[config.mk]
export PLATFORM = sky130hd
export DESIGN_NAME = ljsf_front
export DESIGN_NICKNAME = d
export VERILOG_FILES = /design/src/design/ljsf_pkg.sv /design/src/design/ljsf_front.sv
export SDC_FILE = /design/constraint.sdc
export NUM_CORES = 2
export LEC_CHECK = 0
export CORE_MARGIN = 1.5
export CORE_UTILIZATION = 40
export CTS_CLUSTER_SIZE = 28
export DETAILED_ROUTE_END_ITERATION = 8
export DONT_BUFFER_PORTS = 1
export GPL_ROUTABILITY_DRIVEN = 1
export PLACE_DENSITY = 0.65
export RECOVER_POWER = 100
export SETUP_SLACK_MARGIN = 0.3
export SKIP_LAST_GASP = 1
export SYNTH_ARGS = -nofsm -noshare
export SYNTH_HDL_FRONTEND = slang
export SYNTH_SLANG_ARGS = --single-unit
[constraint.sdc]
create_clock -name clock -period 9.5 [get_ports clock]
set_clock_uncertainty 0.05 [all_clocks]
set_input_delay 1.425 -clock clock [delete_from_list [all_inputs] [get_ports clock]]
set_output_delay 1.425 -clock clock [all_outputs]
set_load 0.01 [all_outputs]
[src/design/ljsf_pkg.sv]
// Package for the Lennard-Jones shifted-force pair block.
// Holds shared widths, register codes, payload structs and the UQ32.32 multiply helpers.
// Depends on nothing; every design module imports it, while the two interfaces do not.
package ljsf_pkg;

   localparam int DATA_W    = 32;
   localparam int CSR_IDX_W = 3;
   localparam int CMAG_W    = 48;
   localparam int ACC_W     = 51;
   localparam int QDIV_W    = 65;
   localparam int WDIV_W    = 80;

   localparam logic [31:0] SIGMA_RST  = 32'd65536;
   localparam logic [31:0] EPS_RST    = 32'd65536;
   localparam logic [31:0] CUTOFF_RST = 32'd163840;
   localparam logic [30:0] BOX_RST    = 31'd983040;

   localparam logic [31:0] INT_MAX = 32'h7fff_ffff;
   localparam logic [31:0] INT_MIN = 32'h8000_0000;
   localparam logic [63:0] ONE_Q32 = 64'h0000_0001_0000_0000;

   typedef enum logic [CSR_IDX_W-1:0] {
      CSR_SIGMA  = 3'd0,
      CSR_EPS    = 3'd1,
      CSR_FSHIFT = 3'd2,
      CSR_ESHIFT = 3'd3,
      CSR_CUTOFF = 3'd4,
      CSR_BOX    = 3'd5
   } ljsf_csr_type;

   typedef struct packed {
      logic              zero;
      logic              dneg;
      logic              cneg;
      logic [CMAG_W-1:0] cmag;
   } ljsf_flag_type;

   typedef struct packed {
      ljsf_flag_type flg;
      logic [32:0]   dm;
      logic [31:0]   r;
   } ljsf_front_type;

   typedef struct packed {
      ljsf_flag_type flg;
      logic [63:0]   q;
      logic [63:0]   u;
   } ljsf_mid_type;

   typedef struct packed {
      logic [63:0] p00;
      logic [63:0] p01;
      logic [63:0] p10;
      logic [63:0] p11;
   } ljsf_pp_type;

   typedef struct packed {
      logic signed [31:0] force_component;
      logic signed [31:0] pair_energy;
      logic               zero_distance;
      logic               saturated;
   } ljsf_rsp_type;

   // Four 32x32 partial products of a 64x64 UQ32.32 multiply.
   function automatic ljsf_pp_type pp_mul(input logic [63:0] a, input logic [63:0] b);
      ljsf_pp_type pp;
      pp.p00 = 64'(a[31:0]) * 64'(b[31:0]);
      pp.p01 = 64'(a[31:0]) * 64'(b[63:32]);
      pp.p10 = 64'(a[63:32]) * 64'(b[31:0]);
      pp.p11 = 64'(a[63:32]) * 64'(b[63:32]);
      return pp;
   endfunction

   // Combines partial products into the truncated UQ32.32 result, clipped to all ones.
   function automatic logic [63:0] pp_sum(input ljsf_pp_type pp);
      logic [33:0] mid;
      logic [65:0] hi;
      mid = 34'(pp.p00[63:32]) + 34'(pp.p01[31:0]) + 34'(pp.p10[31:0]);
      hi  = 66'(pp.p11) + 66'(pp.p01[63:32]) + 66'(pp.p10[63:32]) + 66'(mid[33:32]);
      if (hi[65:32] != 34'd0) begin
         return '1;
      end
      return {hi[31:0], mid[31:0]};
   endfunction

endpackage

[src/design/ljsf_front.sv]
// Front stages: coordinate difference, minimum-image wrap, magnitudes and the cutoff term.
// Three register stages; uses ljsf_pkg.
module ljsf_front import ljsf_pkg::*; (
   input  logic               clock,
   input  logic               reset,
   input  logic               en,
   input  logic               in_valid,
   input  logic signed [31:0] in_self,
   input  logic signed [31:0] in_other,
   input  logic        [31:0] in_r,
   input  logic        [30:0] box,
   input  logic        [31:0] cutoff,
   input  logic        [31:0] fs_mag,
   input  logic               fs_neg,
   output logic               out_valid,
   output ljsf_front_type     out_data
);

   logic               v0_ff, v1_ff, v2_ff;
   logic signed [33:0] diff_ff;
   logic signed [32:0] rd_ff;
   logic        [31:0] r0_ff, r1_ff, r2_ff;
   logic               z0_ff, z1_ff, z2_ff;
   logic signed [33:0] d_ff;
   logic        [31:0] rdmag_ff;
   logic               cneg1_ff, cneg2_ff;
   logic               dneg_ff;
   logic        [32:0] dm_ff;
   logic        [63:0] cprod_ff;

   logic signed [33:0] diff_in;
   logic signed [32:0] rd_in;
   logic signed [34:0] boxs, dbl, dsub, dadd;
   logic signed [33:0] d_in;
   logic signed [32:0] rd_neg;
   logic signed [33:0] d_neg;

   assign diff_in = 34'(in_self) - 34'(in_other);
   assign rd_in   = $signed({1'b0, in_r}) - $signed({1'b0, cutoff});

   // A single wrap by the box edge, chosen by comparing twice the difference.
   always_comb begin
      boxs = $signed({4'b0, box});
      dbl  = 35'(diff_ff) <<< 1;
      dsub = 35'(diff_ff) - boxs;
      dadd = 35'(diff_ff) + boxs;
      if (dbl > boxs) begin
         d_in = $signed(dsub[33:0]);
      end else if (dbl < -boxs) begin
         d_in = $signed(dadd[33:0]);
      end else begin
         d_in = diff_ff;
      end
      rd_neg = -rd_ff;
      d_neg  = -d_ff;
   end

   always_ff @(posedge clock) begin
      if (reset) begin
         v0_ff <= 1'b0;
         v1_ff <= 1'b0;
         v2_ff <= 1'b0;
      end else if (en) begin
         v0_ff <= in_valid;
         v1_ff <= v0_ff;
         v2_ff <= v1_ff;
      end
      if (en) begin
         diff_ff  <= diff_in;
         rd_ff    <= rd_in;
         r0_ff    <= in_r;
         z0_ff    <= (in_r == 32'd0);
         d_ff     <= d_in;
         rdmag_ff <= rd_ff[32] ? rd_neg[31:0] : rd_ff[31:0];
         cneg1_ff <= rd_ff[32] ^ fs_neg;
         r1_ff    <= r0_ff;
         z1_ff    <= z0_ff;
         dneg_ff  <= d_ff[33];
         dm_ff    <= d_ff[33] ? d_neg[32:0] : d_ff[32:0];
         cprod_ff <= 64'(rdmag_ff) * 64'(fs_mag);
         cneg2_ff <= cneg1_ff;
         r2_ff    <= r1_ff;
         z2_ff    <= z1_ff;
      end
   end

   assign out_valid         = v2_ff;
   assign out_data.flg.zero = z2_ff;
   assign out_data.flg.dneg = dneg_ff;
   assign out_data.flg.cneg = cneg2_ff;
   assign out_data.flg.cmag = cprod_ff[63:16];
   assign out_data.dm       = dm_ff;
   assign out_data.r        = r2_ff;

endmodule

==> summary.md <==
| Metric | Value |
|---|---|
| Final WL | 143,000 µm |
| Final layout net count | 6,785 |
| Clock sink total | 318 |
| Clk Tree Root Cell | clkbuf_16 |
| Worst hold path type | reg2reg |
| Largest family of logic cells by synthesized area | adder cells |
| Synth unique cells | 79 |
| Pre-antenna DRT Iters | 6 |
| Syn_nets | 6,891 |
| #FFs+latches synth | 318 |
| DRT antenna net count | 0 |
| Synth Area in Compound Gates | 8.34% |
| DR vias | 37,100 |
| Worst EP required | 9.80 ns |
| Failing checks | capacitance limit, slew limit |
| # IOs | 313 |
| Area contributors post-synth | fa_1, edfxtp_1, ha_1 |
| Pin count of the biggest net entering global routing | 319 |
| Worst-Margin Slew | 1.58 ns |
| Grt total ovfl | 0 |
| Die ar. | 132,000 µm² |
| Final Max Tran Viols | 29 |
| Synth Area in Simple Gates | 15.4% |
| Port-buffer cells | 0 |
| Layout cell share with drive strength beyond 1 | 3.21% |
| Max Buffers Root-to-Sink | 3 |
| Die H | 364 µm |
| RSZ-0062 raised after global routing | yes |
| Vias per cell | 5.28 |
| Most common cell after layout, fill and taps aside | inv_1 |
| Slew HR | -5.48% |
| Yosys top cell area share | 34.6% |
| Max cap viols | 1 |
| Starting density of the core | 40.3% |
| First-pass GRT wire length | 224,000 µm |
| Mapped Avg Cell Area | 9.76 µm² |
| GPL Wtd Cong | 0.905 |
| Post-Synth XOR/XNOR Area | 3.28% |
| Die X | 364 µm |
| Number of flops mapped to enable cells by yosys | 315 |
| CP max FO | 21 |
| Reg-to-reg slack, setup | 0.33 ns |
| Clock slew at reported path FFs | 0.06 ns |
| FMAX | 109 MHz |
| CTS Buf Count | 40 |
| Syn Std Cell Area | 52,100 µm² |
| Mapped Cells | 5,342 |
| Critical path type | reg2reg |
| Synth-to-Final Area Change | 6.38% |
| Setup TNS | 0 ns |
| Cell Rows | 132 |
| Worst Path Arrival | 9.48 ns |
| Vias in the first global route | 39,100 |
| H-tree depth | 2 |
| Post-layout min period | 9.17 ns |
| Clock Latency Late Sink | 0.63 ns |
| Dominant cell type by area after synthesis | fa_1 |
| Hpwl dp | 113,000 µm |
| Post-DR wirelength/cell | 20.3 µm |
| Sequential area share after synthesis | 18.3% |
| Status | finished, violations left |
| 1st-iter DRT viols | 2,651 |
| TritonCTS clock tree | yes |
| Most used DFF post-synth | edfxtp_1 |
| Count of warnings emitted by yosys | 0 |
| Core Area | 129,000 µm² |
| Post-Synth Adder-Cell Area | 45.4% |
| Startpoint types | flop |
| Mux contribution to synthesized area | 0.134% |
| Fin. Hold Viols | 0 |
| DRC viols | 0 |
| Initial antenna violation count | 3 |
| Commonest non-fill, non-tap cells in the layout | inv_1, fa_1, and2_1, nand2_1, ha_1 |
| Period utilization | 96.5% |
| Asr flop ratio synth | 0% |
| Cts hold-fix bufs | 0 |
| Final setup violation count | 0 |
| Crit. End Element | flop |
| Gr usage total | 22.0% |
## area by class of cell
cell class                      count  area (µm²)
Fill cell                       12600       74000
Multi-Input combinational cell   3761       37800
Sequential cell                   318        9520
Inverter                         1022        3840
Tap cell                         1742        2180
Clock buffer                       46        1020
Timing Repair Buffer               93         716
Clock inverter                     27         357
Antenna cell                        3        7.51
## cell families after synthesis
| family | Yosys count |
|---|---|
| and+or+nand+nor | 1564 |
| adders and majority gates | 1353 |
| buffers and inverters | 1263 |
| AOI/OAI and AO/OA | 642 |
| DFF | 318 |
| xor gates and xnor gates | 195 |
| muxes | 7 |
## path summary, 6_finish.rpt
kind / startpoint / depth (start not counted) / endpoint
max: rdmag_ff[22]$_DFFE_PP_ / 27 / cprod_ff[62]$_DFFE_PP_
min: r1_ff[22]$_DFFE_PP_ / 0 / r2_ff[22]$_DFFE_PP_
max reg2reg: rdmag_ff[22]$_DFFE_PP_ / 27 / cprod_ff[62]$_DFFE_PP_
min reg2reg: r1_ff[22]$_DFFE_PP_ / 0 / r2_ff[22]$_DFFE_PP_
## sequential cells by signal, summed over array words and instances, names as in the netlist, 32 cells and up
| register | count |
|---|---|
| cprod_ff | 48 |
| r1_ff | 32 |
| d_ff | 34 |
| rdmag_ff | 32 |
| dm_ff | 33 |
| rd_ff | 33 |
| r2_ff | 32 |
| diff_ff | 33 |
| r0_ff | 32 |
## cells in the mapped netlist (8+ instances only)
library cell,number
and3_1,21
o21a_1,16
a21o_1,90
or2_2,9
o41ai_1,19
a211oi_1,17
xnor2_1,160
nor2b_1,22
o22ai_1,12
xor2_1,35
nand4_1,33
nand3_1,36
nor3_1,39
o21ai_1,11
o211ai_1,16
o21bai_1,26
o21ai_0,95
a22oi_1,8
clkbuf_1,233
o31ai_1,33
a31oi_1,11
nor4_1,25
ha_1,453
a22o_1,13
a221o_1,15
fa_1,900
or3_1,12
nor2_1,149
and2_1,611
or4_1,18
a21oi_1,168
inv_1,1020
nand2b_1,28
edfxtp_1,315
nand2_1,546
o221ai_1,17
## metrics by stage
stage               instance area, µm²  hold WS [ns]  utilization [%]  std cells  setup slack (ns)
CTS                              55400         0.358             42.8       6998             0.467
floorplan                        52100         0.350                -       5342             0.991
detailed placement               54000         0.355             41.7       6925             0.302
global route                     55400         0.367             42.8       7011             0.134
finish                           55400         0.360             42.8       7012             0.328
global placement                 54000         0.350             41.7       6925             0.346
## per-layer routing
| metal | up-vias | share of wire, % | GRT usage, % |
|---|---|---|---|
| met2 | 1333 | 47 | 36.5 |
| li1 | 16700 | - | - |
| met3 | 234 | 8.7 | 5.05 |
| met1 | 18800 | 40 | 27.8 |
| met5 | - | 0 | 0 |
| met4 | 0 | 4.1 | 8.36 |
## what timing repair did
action,4_1_cts,5_1_grt
resized for setup,0,0
endpoints found under the setup margin,0,7
setup buffers,0,11
## worst max-delay path: stages, from the launching register on
cell and delay, ns:
edfxtp_1 1.25, and2_0 0.29, fa_1 0.44, fa_1 0.53
inv_1 0.05, fa_1 0.52, fa_1 0.53, inv_1 0.05
fa_1 0.59, fa_1 0.46, fa_1 0.61, inv_1 0.08
fa_1 0.49, inv_1 0.05, ha_1 0.35, nand4_1 0.14
nand2b_1 0.10, a21oi_1 0.04, buf_4 0.18, o32ai_1 0.41
o211ai_1 0.35, o2111ai_1 0.20, buf_4 0.17, a21o_1 0.14
a21oi_1 0.07, clkbuf_1 0.16, o41ai_1 0.43, xnor2_1 0.12
Power is not shown: default switching activity piles up to over one toggle a cycle in this logic, so the estimate is an artifact.
